## src/rtl/ppd_pkg.sv

```systemverilog
// ----------------------------------------------------------------------------
// ppd_pkg
// shared widths for the prime power decomposer
// ----------------------------------------------------------------------------
package ppd_pkg;

  // width of the value under test
  localparam int unsigned VALUE_BITS = 31;
  // trial divisors stay at or below sqrt of the value, plus one for the stop step
  localparam int unsigned K_BITS     = VALUE_BITS / 2 + 1;
  // k*k for the largest trial divisor
  localparam int unsigned SQ_BITS    = VALUE_BITS + 1;
  // divider step counter
  localparam int unsigned CNT_BITS   = $clog2(VALUE_BITS);
  // exponent field
  localparam int unsigned EXP_BITS   = 5;

endpackage

```

## src/rtl/ppd_div.sv

```systemverilog
// ----------------------------------------------------------------------------
// ppd_div
// restoring divider, one quotient bit per cycle
// ----------------------------------------------------------------------------
module ppd_div
  import ppd_pkg::*;
(
  input  logic                  clk_i,
  input  logic                  rst_ni,
  input  logic                  start_i,
  input  logic [VALUE_BITS-1:0] dividend_i,
  input  logic [K_BITS-1:0]     divisor_i,
  output logic                  done_o,
  output logic [VALUE_BITS-1:0] quot_o,
  output logic [K_BITS-1:0]     rem_o
);

  logic                  busy_q;
  logic                  done_q;
  logic [CNT_BITS-1:0]   cnt_q;
  logic [VALUE_BITS-1:0] quot_q;
  logic [K_BITS-1:0]     rem_q;
  logic [K_BITS-1:0]     div_q;

  logic [K_BITS:0]       trial;
  logic                  fits;
  logic [K_BITS:0]       diff;

  assign trial = {rem_q, quot_q[VALUE_BITS-1]};
  assign fits  = trial >= {1'b0, div_q};
  assign diff  = trial - {1'b0, div_q};

  always_ff @(posedge clk_i or negedge rst_ni) begin
    if (!rst_ni) begin
      busy_q <= 1'b0;
      done_q <= 1'b0;
      cnt_q  <= '0;
    end else begin
      done_q <= 1'b0;
      if (start_i) begin
        busy_q <= 1'b1;
        cnt_q  <= CNT_BITS'(VALUE_BITS - 1);
      end else if (busy_q) begin
        if (cnt_q == '0) begin
          busy_q <= 1'b0;
          done_q <= 1'b1;
        end else begin
          cnt_q <= cnt_q - 1'b1;
        end
      end
    end
  end

  // dividend bits shift out the top while quotient bits fill from the bottom
  always_ff @(posedge clk_i) begin
    if (start_i) begin
      quot_q <= dividend_i;
      rem_q  <= '0;
      div_q  <= divisor_i;
    end else if (busy_q) begin
      quot_q <= {quot_q[VALUE_BITS-2:0], fits};
      rem_q  <= fits ? diff[K_BITS-1:0] : trial[K_BITS-1:0];
    end
  end

  assign done_o = done_q;
  assign quot_o = quot_q;
  assign rem_o  = rem_q;

endmodule

```

## src/rtl/prime_power_decomposer.sv

```systemverilog
// ----------------------------------------------------------------------------
// prime_power_decomposer
// trial division test of a value for being a prime or a prime power
// ----------------------------------------------------------------------------
// input channel: in_valid_i / in_stall_o with value_in_i. the block takes one
// transaction, then holds in_stall_o high until the work on it is finished.
// output channel: out_valid_o / out_stall_i with is_prime_power_o, is_prime_o,
// base_prime_o and exponent_o, exactly one result transaction per input.
// trial divisors k = 2, 3, ... are tried while k*k <= value; each trial runs
// one pass of the shared restoring divider. after the smallest divisor is
// found the quotient is divided by it again, one divider pass per division.
// the number of trials grows with sqrt(value) in the worst case; values below
// 2 skip the trials. rate is set by the single divider: the block takes no
// new value until it is through with the current one.
// results sit in an output register: a new transaction is taken while a
// result waits; a stalled result holds, and a finished computation waits in
// the sequencer until the output register is free.
// reset clears the sequencer and the output valid; no clearing pass is needed.
// ----------------------------------------------------------------------------
module prime_power_decomposer
  import ppd_pkg::*;
(
  input  logic                  clk_i,
  input  logic                  rst_ni,
  input  logic                  in_valid_i,
  output logic                  in_stall_o,
  input  logic [VALUE_BITS-1:0] value_in_i,
  output logic                  out_valid_o,
  input  logic                  out_stall_i,
  output logic                  is_prime_power_o,
  output logic                  is_prime_o,
  output logic [VALUE_BITS-1:0] base_prime_o,
  output logic [EXP_BITS-1:0]   exponent_o
);

  localparam logic [2:0] ST_IDLE = 3'd0;
  localparam logic [2:0] ST_TEST = 3'd1;
  localparam logic [2:0] ST_DIV  = 3'd2;
  localparam logic [2:0] ST_POW  = 3'd3;
  localparam logic [2:0] ST_PDIV = 3'd4;
  localparam logic [2:0] ST_FIN  = 3'd5;

  logic [2:0]            state_q, state_d;
  logic [VALUE_BITS-1:0] v_q, v_d;
  logic [K_BITS-1:0]     k_q, k_d;
  logic [SQ_BITS-1:0]    sq_q, sq_d;
  logic [VALUE_BITS-1:0] r_q, r_d;
  logic [EXP_BITS-1:0]   expo_q, expo_d;
  logic                  pp_q, pp_d;
  logic                  pr_q, pr_d;
  logic [VALUE_BITS-1:0] base_q, base_d;

  logic                  out_valid_q;
  logic                  out_pp_q;
  logic                  out_pr_q;
  logic [VALUE_BITS-1:0] out_base_q;
  logic [EXP_BITS-1:0]   out_expo_q;

  logic                  div_start;
  logic [VALUE_BITS-1:0] div_dividend;
  logic                  div_done;
  logic [VALUE_BITS-1:0] div_quot;
  logic [K_BITS-1:0]     div_rem;

  logic                  sq_over;
  logic                  r_is_one;
  logic                  out_free;
  logic                  load_out;

  assign sq_over  = sq_q > {1'b0, v_q};
  assign r_is_one = r_q == VALUE_BITS'(1);
  assign out_free = !out_valid_q || !out_stall_i;
  assign load_out = (state_q == ST_FIN) && out_free;

  ppd_div u_div (
    .clk_i      (clk_i),
    .rst_ni     (rst_ni),
    .start_i    (div_start),
    .dividend_i (div_dividend),
    .divisor_i  (k_q),
    .done_o     (div_done),
    .quot_o     (div_quot),
    .rem_o      (div_rem)
  );

  always_comb begin
    state_d      = state_q;
    v_d          = v_q;
    k_d          = k_q;
    sq_d         = sq_q;
    r_d          = r_q;
    expo_d       = expo_q;
    pp_d         = pp_q;
    pr_d         = pr_q;
    base_d       = base_q;
    div_start    = 1'b0;
    div_dividend = v_q;
    unique case (state_q)
      ST_IDLE: begin
        if (in_valid_i) begin
          v_d    = value_in_i;
          k_d    = K_BITS'(2);
          sq_d   = SQ_BITS'(4);
          pp_d   = 1'b0;
          pr_d   = 1'b0;
          base_d = '0;
          expo_d = '0;
          state_d = (value_in_i < VALUE_BITS'(2)) ? ST_FIN : ST_TEST;
        end
      end
      ST_TEST: begin
        if (sq_over) begin
          pp_d    = 1'b1;
          pr_d    = 1'b1;
          base_d  = v_q;
          expo_d  = EXP_BITS'(1);
          state_d = ST_FIN;
        end else begin
          div_start = 1'b1;
          state_d   = ST_DIV;
        end
      end
      ST_DIV: begin
        if (div_done) begin
          if (div_rem == '0) begin
            r_d     = div_quot;
            expo_d  = EXP_BITS'(1);
            state_d = ST_POW;
          end else begin
            // (k+1)^2 = k^2 + 2k + 1
            k_d     = k_q + 1'b1;
            sq_d    = sq_q + SQ_BITS'({k_q, 1'b1});
            state_d = ST_TEST;
          end
        end
      end
      ST_POW: begin
        div_dividend = r_q;
        if (r_is_one) begin
          pp_d    = 1'b1;
          base_d  = VALUE_BITS'(k_q);
          state_d = ST_FIN;
        end else begin
          div_start = 1'b1;
          state_d   = ST_PDIV;
        end
      end
      ST_PDIV: begin
        div_dividend = r_q;
        if (div_done) begin
          if (div_rem == '0) begin
            r_d     = div_quot;
            expo_d  = expo_q + 1'b1;
            state_d = ST_POW;
          end else begin
            // another prime factor remains, keep the partial count
            state_d = ST_FIN;
          end
        end
      end
      ST_FIN: begin
        if (out_free) begin
          state_d = ST_IDLE;
        end
      end
      default: begin
        state_d = ST_IDLE;
      end
    endcase
  end

  always_ff @(posedge clk_i or negedge rst_ni) begin
    if (!rst_ni) begin
      state_q     <= ST_IDLE;
      out_valid_q <= 1'b0;
    end else begin
      state_q <= state_d;
      if (load_out) begin
        out_valid_q <= 1'b1;
      end else if (!out_stall_i) begin
        out_valid_q <= 1'b0;
      end
    end
  end

  always_ff @(posedge clk_i) begin
    v_q    <= v_d;
    k_q    <= k_d;
    sq_q   <= sq_d;
    r_q    <= r_d;
    expo_q <= expo_d;
    pp_q   <= pp_d;
    pr_q   <= pr_d;
    base_q <= base_d;
    if (load_out) begin
      out_pp_q   <= pp_q;
      out_pr_q   <= pr_q;
      out_base_q <= base_q;
      out_expo_q <= expo_q;
    end
  end

  assign in_stall_o       = state_q != ST_IDLE;
  assign out_valid_o      = out_valid_q;
  assign is_prime_power_o = out_pp_q;
  assign is_prime_o       = out_pr_q;
  assign base_prime_o     = out_base_q;
  assign exponent_o       = out_expo_q;

endmodule

```

## config.mk

```make
export PLATFORM = sky130hd
export DESIGN_NAME = prime_power_decomposer
export DESIGN_NICKNAME = d
export VERILOG_FILES = /design/src/rtl/ppd_pkg.sv /design/src/rtl/ppd_div.sv /design/src/rtl/prime_power_decomposer.sv
export SDC_FILE = /design/constraint.sdc
export NUM_CORES = 1
export LEC_CHECK = 0
export ABC_CLOCK_PERIOD_IN_PS = 5940
export BUFFER_PORTS_ARGS = -buffer_cell sky130_fd_sc_hd__buf_2
export CAP_MARGIN = 0
export CORE_MARGIN = 8
export CORE_UTILIZATION = 56
export DETAILED_ROUTE_END_ITERATION = 12
export GPL_TIMING_DRIVEN = 0
export PLACE_DENSITY = 0.74
export SKIP_CTS_REPAIR_TIMING = 1
export SYNTH_ARGS = -nofsm -noshare
export SYNTH_HDL_FRONTEND = slang
export SYNTH_SLANG_ARGS = --single-unit
```

## constraint.sdc

```tcl
create_clock -name clk_i -period 5.94 [get_ports clk_i]
set_input_delay 0.594 -clock clk_i [delete_from_list [all_inputs] [get_ports clk_i]]
set_output_delay 0.594 -clock clk_i [all_outputs]
set_load 0.02 [all_outputs]
```

Word level (Yosys, flattened, before mapping)

Cells that the tools add are included.

Register bits after elaboration: 260
Bits of input ports: 35
Output and inout bits: 40
Logic and storage cells: 120

Add/subtract/negate cells: 5
$lt $le $gt $ge: 3
Equality and inequality tests: 17
Muxes and demuxes: 52
Reductions and logical operators: 23

Operator list:

| cell                  | number |
|---|---|
| $mux 31               | 6 |
| $mux 32               | 3 |
| $pmux 31 s3           | 1 |
| $mux 16               | 4 |
| $pmux 32 s2           | 1 |
| $mux 5                | 9 |
| $add 32x17->32        | 1 |
| $gt 32x31->1          | 1 |
| $pmux 16 s2           | 1 |
| $eq 31x1->1 const B   | 1 |
| $lt 31x2->1 const B   | 1 |
| $mux 3                | 7 |
| $pmux 5 s4            | 1 |
| $pmux 3 s6            | 1 |
| $ge 17x16->1          | 1 |
| $add 16x1->16 const B | 1 |
| $logic_not 16->1      | 1 |
| $ne 2x2->1 const B    | 8 |
| $sub 16x16->16        | 1 |
| $mux 1                | 14 |
| $reduce_and 4->1      | 3 |
| $reduce_and 7->1      | 1 |
| $eq 3x2->1 const B    | 2 |
| $eq 3x3->1 const B    | 2 |
| other kinds (18)      | 28 |

Depth between registers and ports, before layout

Gate-level depths: netlist (run 1).

Word-level depth: 5
Depth in mapped cells: 11
Depth with buffers taken out: 10

Cells and area by module

A second synthesis (run 1) with hierarchy kept.

Cell total of the unflattened synthesis: 1132
Area, all modules: 13240.2 sq um

Modules (own cells, without submodules):

| module                 | instances | cells an instance | area an instance (sq um) | seq. area each (sq um) |
|---|---|---|---|---|
| prime_power_decomposer | 1         | 815               | 9534.1                   | 5685.5 |
| ppd_div                | 1         | 317               | 3706.1                   | 1906.8 |

Worst setup path before layout (run 1)

OpenSTA, ideal clock, no wires.

Kind: flip-flop to flip-flop
Start: reg state_q[1]
End: reg k_q[0] (enable)
Library setup time: 0.520 ns
Data arrival time: 4.745 ns
Data required time: 5.420 ns
Path slack: 0.676 ns
Cell stages (with the launch flop): 7
Buffers on the path: 3
Path through: dfrtp_1 -> clkbuf_1 -> nor2b_1 -> nand2_1 -> clkbuf_1 -> clkbuf_1 -> o21ai_0

Cells in the longest elaborated chain, start to end: 3
Elaborated cells between the ends (all ways): 7
Classes of those cells: eq/ne: 4; reduce/logical: 3

RTL lines:

| what                                                      | line                          | source |
|---|---|---|
| start: declaration                                        | prime_power_decomposer.sv:43  | `logic [2:0] state_q, state_d;` |
| start signal: assignment                                  | prime_power_decomposer.sv:177 | `state_q <= state_d;` |
| $eq 3x2->1 / $logic_not 3->1 (equally long branches)      | prime_power_decomposer.sv:98  | `unique case (state_q)` |
| $ne 2x2->1 (no source line), or another cell as far along | n/a                           |  |
| $reduce_and 4->1 (no source line) *                       | n/a                           |  |
| end signal: assignment                                    | prime_power_decomposer.sv:188 | `k_q <= k_d;` |
| end: declaration                                          | prime_power_decomposer.sv:45  | `logic [K_BITS-1:0] k_q, k_d;` |

Every way passes the cells marked *; elsewhere a longest branch is shown, timed or not.
A chain may end at the register's enable or synchronous reset.

Final worst setup path (run 1)

Start: reg v_q[15]
End: reg u_div.quot_q[24] (netlist: u_div.quot_o[24]) (enable)

Cells in the longest elaborated chain, start to end: 4

RTL lines:

| what                               | line                          | source |
|---|---|---|
| start: declaration                 | prime_power_decomposer.sv:44  | `logic [VALUE_BITS-1:0] v_q, v_d;` |
| start signal: assignment           | prime_power_decomposer.sv:187 | `v_q <= v_d;` |
| $gt 32x31->1                       | prime_power_decomposer.sv:70  | `assign sq_over = sq_q > {1'b0, v_q};` |
| $mux 1                             | prime_power_decomposer.sv:112 | `if (sq_over) begin` |
| $pmux 1 s2                         | prime_power_decomposer.sv:98  |  |
| $reduce_bool 2->1 (no source line) | n/a                           |  |
| end signal: assignment             | ppd_div.sv:57                 | `quot_q <= dividend_i;` |
| end signal: assignment             | ppd_div.sv:61                 | `quot_q <= {quot_q[VALUE_BITS-2:0], fits};` |
| end: declaration                   | ppd_div.sv:21                 | `logic [VALUE_BITS-1:0] quot_q;` |

No other way between the ends.

==> results.py, run 1 <==
metrics = {
    "run_status": {
        "status": "completed",
    },
    "pwr": {
        "vdd_drop_max_uv": 321,
        "power.density_nw_per_um2": 557,
        "power.leakage_nw": 5.59,
        "p_total_mw": 8.21,
    },
    "yosys": {
        "synth_edf_count": 233,
        "synth.ff_latch_count": 260,
        "synthCells": 1127,
        "synth_ff_type": "edfxtp_1",
        "synthesis.area_um2": 13000,
        "syn-num-nets": 1231,
        "yosysWarnings": 0,
        "avgSynthCellArea_um2": 11.5,
        "async_reset_ff_share_pct": 4.23,
        "seq_area_frac_synth_pct": 58.4,
        "synth.distinct_cells": 69,
    },
    "floorplan": {
        "dieArea_um2": 28300,
        "initial_utilization_pct": 57.2,
        "die_h_um": 168,
        "rows": 55,
        "core_area_um2": 22700,
        "die_w_um": 168,
        "io_pins": 75,
    },
    "timing": {
        "timing.slew.headroom_pct": 9.99,
        "finalSetupViolCount": 0,
        "setup_tns_ns": 0,
        "rsz0062_at_grt": "false",
        "fmax_ghz": 0.246,
        "period_share_pct": 68.4,
        "tightestPinTransition_ns": 1.35,
        "hold_slack_ns": 0.245,
        "setup_ws_ns": 1.88,
        "fin_skew_ns": 0.0165,
        "fin_crit_ns": 4.06,
        "slew_violations": 0,
        "hold_viol_final": 0,
    },
    "cells_and_area": {
        "seq_area_um2": 7590,
        "n_antenna_cell": 0,
        "multiInputGateArea_um2": 4950,
        "final_area_um2": 14700,
        "fill_cells": 1734,
        "nets": 1340,
        "drive_gt1_share_pct": 12.7,
        "areaGrowthSynthToFinish_pct": 13.4,
    },
    "detailed_routing": {
        "wl_per_cell_um": 20.4,
        "drtAntennaViolNets": 0,
        "drc": 0,
        "vias_per_cell": 6.02,
        "wl_mm": 31.5,
        "vias": 9276,
        "drtIter0Drc": 853,
        "first_pass_iters": 4,
    },
    "hold_path": {
        "hp-class": "in -> reg",
    },
    "global_routing": {
        "grt_max_degree": 33,
        "grt_pass1_wl_mm": 49.3,
        "grt-ovfl-total": 0,
        "gr-usage-all-layers_pct": 22.1,
        "grt_antenna_before_repair": 0,
        "first_global_vias": 8872,
    },
    "place": {
        "routabilityCongestion": 0.908,
        "io_buffers": 74,
        "place_area_um2": 13800,
        "dp_hpwl_mm": 23.0,
        "pre_cts_ws_ns": 1.94,
    },
    "clock_tree": {
        "ctsRootBufferMaster": "clkbuf_16",
        "tritoncts": "done",
        "cts-buffers-inserted": 27,
        "clkSinkCount": 260,
        "insertion_delay_ns": 0.54,
        "cts.path.max_buffers": 3,
        "cts.clk_slew.worst_paths_ns": 0.06,
        "htreeDepth": 1,
    },
    "critical_path": {
        "worstSetupPathType": "reg -> reg",
        "required_ns": 6.09,
        "timing.critical_path.slowest_cell_delay_ns": 0.98,
        "slowest_stage": "inv_1",
        "cp-start-kind": "flop",
        "cpLargestDelayFamily": "simple AND/OR/NAND/NOR gates",
        "path_buf_inv": 3,
        "worst_setup_path_end_kind": "flop",
        "path_cells": "inv_1, ha_1, nand4_1, nor4_1, a21o_1, a31oi_1, nor4_4, nor2_1, buf_4, inv_1",
        "critPathMaxFanout": 31,
        "crit_top_cell": "inv_1",
        "worstPathArrival_ns": 4.21,
    },
    "flow_run": {
        "drv_cap": 0,
    },
}
==> flip-flops by register name, summed over array words and instances (netlist names) <==
register	cells
base_prime_o	31
base_q	31
expo_q	5
exponent_o	5
is_prime_o	1
is_prime_power_o	1
k_q	16
out_valid_o	1
pp_q	1
pr_q	1
r_q	31
sq_q	32
state_q	3
u_div.busy_q	1
u_div.cnt_q	5
u_div.div_q	16
u_div.done_o	1
u_div.quot_o	31
u_div.rem_o	16
v_q	31
==> area by class of cell <==
class	instances	share of cell area (%)
sequential	260	51.5
timing repair buffer	80	3.30
clock buffer	38	5.21
multi-input combinational	752	33.6
buffer	43	1.49
tap	285	2.42
clock inverter	12	0.620
inverter	72	1.83
==> where the power goes <==
group | total (mW) | switching, mW | internal (mW)
Clock | 1.64 | 0.696 | 0.943
Combinational | 3.31 | 2.04 | 1.26
Sequential | 3.26 | 0.379 | 2.88
Total | 8.21 | 3.12 | 5.09
==> final timing paths <==
check	startpoint	to	slack [ns]	cells after the start
max in group asynchronous	rst_ni	u_div.cnt_q[2]	5.22	2
max reg2reg	v_q[15]	u_div.quot_o[24]	1.88	10
min	value_in_i[23]	v_q[23]	0.24	1
min in group asynchronous	rst_ni	state_q[1]	0.47	2
min reg2reg	base_q[20]	base_prime_o[20]	0.42	0
max	v_q[15]	u_div.quot_o[24]	1.88	10
==> metrics by stage <==
stage,cells,util (%)
2_1_floorplan,1127,-
3_3_place_gp,1486,60.4
3_5_place_dp,1490,60.9
4_1_cts,1540,64.7
5_1_grt,1542,64.9
6_report,1542,64.9
==> worst reg2reg max path: stages (launching register included) <==
cell and delay (ns):
edfxtp_1 0.39, inv_1 0.11, ha_1 0.31, nand4_1 0.17, nor4_1 0.58, a21o_1 0.19, a31oi_1 0.10, nor4_4 0.49
nor2_1 0.11, buf_4 0.21, inv_1 0.98
==> synthesized netlist by cell type (3+ instances only) <==
master	count	area share, %
nand2b_1	9	0.43
nor2b_1	11	0.53
o2bb2ai_1	10	0.67
nor3_1	43	1.7
dfxtp_1	16	2.5
inv_1	72	2.1
edfxtp_1	233	54
buf_1	5	0.14
or3_1	9	0.43
xor2_1	20	1.3
o211ai_1	9	0.52
a211oi_2	5	0.48
o21ai_0	26	1.0
a211o_1	3	0.20
or2_2	5	0.24
mux2i_1	30	2.3
and3_1	8	0.39
mux2_2	4	0.35
a211oi_1	6	0.35
o311ai_0	3	0.20
and4_1	3	0.20
and2_1	5	0.24
nand4_1	23	1.1
a21oi_1	101	3.9
buf_6	6	0.52
ha_1	67	6.4
nor2_1	147	4.2
o31a_1	5	0.34
a31oi_1	13	0.63
buf_4	3	0.17
nand2_1	57	1.6
nand3_1	21	0.81
xnor2_1	19	1.3
o21a_1	11	0.64
clkbuf_1	27	0.78
nor4_1	24	1.2
dfrtp_1	11	2.1
a21o_1	15	0.87
a2111oi_0	3	0.20
==> layer usage <==
metal	up-vias	GRT usage [%]	part of all wire, %
li1	4400	-	-
met1	4455	31.1	44
met2	383	34.1	45
met3	38	5.24	9.0
met4	0	4.97	1.8
met5	-	0	0
==> placed cells by master, fill, tap and decap left out, drive strengths merged, types with 3 or more instances in the layout <==
| cell | count |
|---|---|
| o21ai | 27 |
| mux2 | 4 |
| o21a | 11 |
| o311ai | 3 |
| edfxtp | 233 |
| mux2i | 30 |
| a2111oi | 3 |
| a21oi | 101 |
| nor3 | 43 |
| dfrtp | 11 |
| or2 | 5 |
| xnor2 | 19 |
| a21boi | 3 |
| nand2b | 10 |
| nand3 | 21 |
| o31a | 5 |
| o2bb2ai | 10 |
| xor2 | 20 |
| a21o | 15 |
| and2 | 5 |
| and4 | 3 |
| a211oi | 11 |
| nand4 | 23 |
| and3 | 8 |
| dfxtp | 16 |
| inv | 73 |
| nor2b | 11 |
| ha | 67 |
| or3 | 10 |
| a31oi | 14 |
| clkbuf | 65 |
| o211ai | 9 |
| a211o | 3 |
| nor4 | 25 |
| nand2 | 57 |
| buf | 95 |
| nor2 | 147 |
| clkinv | 9 |
==> cells by family after synthesis <==
kind of cell               Yosys count  synth area share [%]
AOI/OAI and AO/OA                  235                  11.8
adders and majority gates           69                  6.76
muxes                               34                  2.66
buffers and inverters              115                  3.77
DFF                                260                  58.4
xor gates and xnor gates            39                  2.63
and+or+nand+nor                    375                  14.0
Power figures use the tool's default switching activity.
==> run 2, diff against run 1 <==
Settings changed: ABC_AREA set to 1, ABC_CLOCK_PERIOD_IN_PS 5940 to 3530, PLACE_DENSITY 0.74 to 0.77.
Clock period 5.94 ns to 3.53 ns, I/O delays scaled along.
==> run 2 against run 1 <==
Critical path depth is 2 higher. Critical endpoint is now base_q[25]. Utilization is 0.062 points lower. Largest cell class unchanged. Clock-buffer cell count stayed put. Synthesized cell count is 31% higher. Wire length is 12% higher.
==> results.py, run 2 <==
metrics = {
    "yosys": {
        "yosysMostFrequentCell": "nand2_1",
        "yosysWarnings": 0,
        "yosys.area.top_type_share_pct": 49.8,
        "avgSynthCellArea_um2": 9.50,
        "synth.ff_latch_count": 260,
        "synthesis.area_um2": 14100,
        "synth_top_cells_by_count": "nand2_1, edfxtp_1, inv_1",
        "synthCells": 1480,
        "synth_edf_count": 233,
        "synth_ff_type": "edfxtp_1",
        "seq_area_frac_synth_pct": 54.0,
        "synthTopCellsByArea": "edfxtp_1, nand2_1, ha_1, inv_1, nor2_1",
        "synth.distinct_cells": 50,
        "synth_top_area_cell": "edfxtp_1",
        "async_reset_ff_share_pct": 4.23,
        "syn-num-nets": 1584,
    },
    "critical_path": {
        "critPathMaxFanout": 32,
        "worst_setup_path_end_kind": "flop",
        "endpoint": "base_q[25]",
        "cp-start-kind": "flop",
        "worstSetupPathType": "reg -> reg",
        "startpoint": "v_q[13]",
        "ff2ff_setup_slack_ns": 0.26,
        "timing.rr.start": "v_q[13]",
        "worstPathArrival_ns": 3.43,
        "ff2ff_path_depth": 12,
        "timing.rr.end": "base_q[25]",
        "required_ns": 3.69,
    },
    "detailed_routing": {
        "drc": 0,
        "vias": 10938,
        "wl_mm": 35.1,
        "first_pass_iters": 6,
        "drtAntennaViolNets": 0,
        "wl_per_cell_um": 17.8,
        "vias_per_cell": 5.56,
        "drtIter0Drc": 1118,
    },
    "global_routing": {
        "grt_antenna_before_repair": 0,
        "grt_max_degree": 33,
        "gr-usage-all-layers_pct": 21.9,
        "grt-ovfl-total": 0,
        "grt_pass1_wl_mm": 53.7,
        "first_global_vias": 10504,
    },
    "clock_tree": {
        "insertion_delay_ns": 0.57,
        "tritoncts": "done",
        "htreeDepth": 1,
        "clkSinkCount": 260,
        "cts-buffers-inserted": 28,
        "ctsRootBufferMaster": "clkbuf_16",
        "cts.path.max_buffers": 3,
        "cts.clk_slew.worst_paths_ns": 0.06,
    },
    "cells_and_area": {
        "largest_reg_flops": 32,
        "drive_gt1_share_pct": 17.0,
        "n_antenna_cell": 0,
        "largest-register": "sq_q",
        "layout.cells.most_common": "nand2_1",
        "final_area_um2": 16100,
        "fill_cells": 1976,
        "nets": 1723,
        "seq_area_um2": 7590,
        "multiInputGateArea_um2": 5440,
        "most-common-layout-cells": "nand2_1, edfxtp_1, inv_1",
        "areaGrowthSynthToFinish_pct": 14.7,
    },
    "pwr": {
        "seqPwrFrac_pct": 53.7,
        "power.leakage_nw": 6.81,
        "vdd_drop_max_uv": 304,
        "pwr-share-comb_pct": 1.0,
        "p_clk_share_pct": 45.3,
        "p_total_mw": 6.16,
        "power.density_nw_per_um2": 382,
        "p_sw_share_pct": 20.3,
        "internal-power_mw": 4.91,
        "switching_power_mw": 1.25,
    },
    "flow_run": {
        "drv_cap": 0,
    },
    "place": {
        "place_area_um2": 14900,
        "routabilityCongestion": 0.928,
        "io_buffers": 74,
        "dp_hpwl_mm": 25.3,
    },
    "timing": {
        "fin_skew_ns": 0.0317,
        "finalSetupViolCount": 0,
        "tightestPinTransition_ns": 0.988,
        "fin_crit_ns": 3.27,
        "fmax_ghz": 0.306,
        "hold_viol_final": 0,
        "rsz0062_at_grt": "false",
        "timing.slew.headroom_pct": 34.0,
        "hold_slack_ns": 0.0776,
        "setup_tns_ns": 0,
        "period_share_pct": 92.5,
        "slew_violations": 0,
    },
    "floorplan": {
        "die_w_um": 174,
        "dieArea_um2": 30400,
        "core_area_um2": 24900,
        "die_h_um": 174,
        "initial_utilization_pct": 56.5,
        "rows": 58,
        "io_pins": 75,
    },
    "hold_path": {
        "hp-class": "in -> reg",
    },
    "run_status": {
        "status": "completed",
    },
}
## run 2: cell types whose count changed in the layout (fill, tap and decap cells not counted), moves of 16 or more
cell           change
nand3_1           +68
dlygate4sd3_1     +31
xor2_1            -16
nand2_1          +247
nor2_1            -16
o21ai_0           +29
inv_2             +26
nor3_1            -18
inv_1            +113
nand3_2           +20
nand2_2           +54
nor2_2            +17
mux2i_1           -30
## run 2: layer usage
metal / GRT usage, % / vias to the layer above / share of wire [%]
li1: - / 5267 / -
met1: 28.5 / 5077 / 40
met2: 35.6 / 505 / 47
met3: 3.43 / 89 / 7.8
met4: 10.4 / 0 / 4.7
met5: 0 / - / 0
## run 2: logic make-up after synthesis
logic type / synth area share [%]
buf+inv: 7.62
fa+ha+maj: 6.25
compound gates: 7.22
xor+xnor: 0.685
simple gates: 24.2
flops: 54.0
## run 2: power groups by stage
stage / sequential [mW] / combinational [mW] / clock [mW]
floorplan: 3.37 / 0.00286 / 0
global placement: 3.37 / 0.0289 / 0
detailed placement: 3.37 / 0.0299 / 0
CTS: 3.31 / 0.0300 / 2.82
global route: 3.31 / 0.0647 / 2.94
finish: 3.31 / 0.0607 / 2.79
## run 2: area by class of cell
cell class	instances	area share [%]
Multi-Input combinational cell	977	33.7
Clock inverter	11	0.698
Clock buffer	38	4.64
Tap cell	330	2.56
Inverter	212	4.93
Timing Repair Buffer	109	4.67
Buffer	31	1.71
Sequential cell	260	47.1
## run 2: how the worst min path moves through the flow
stage,end,slack [ns],cells after the start,startpoint
finish,out_valid_o,0.08,3,out_stall_i
global placement,out_valid_o,0.24,1,rst_ni
floorplan,out_valid_o,0.06,0,rst_ni
CTS,state_q[0],-0.36,1,rst_ni
detailed placement,u_div.cnt_q[3],0.24,1,rst_ni
global route,out_valid_o,0.08,3,out_stall_i
## run 2: through the flow
step                      worst slack [ns]  cells  util, %
final                                0.264   1968     64.8
after CTS                           -0.103   1936     63.5
after floorplan                      0.228   1480        -
after global placement              -0.920   1884     59.7
after detailed placement           -0.0730   1887     60.1
after global routing                0.0906   1968     64.8
## run 2: worst max-delay path, cell delays in order, from the launching register on
cell and delay (ns):
edfxtp_1 0.41, inv_1 0.17, ha_1 0.34, nand2_1 0.09
nor3_1 0.41, nand2_1 0.10, nand2_1 0.07, nand2_1 0.06
nand2_2 0.08, nand2_2 0.08, nand2_4 0.14, nand2_1 0.13
nor2_4 0.76
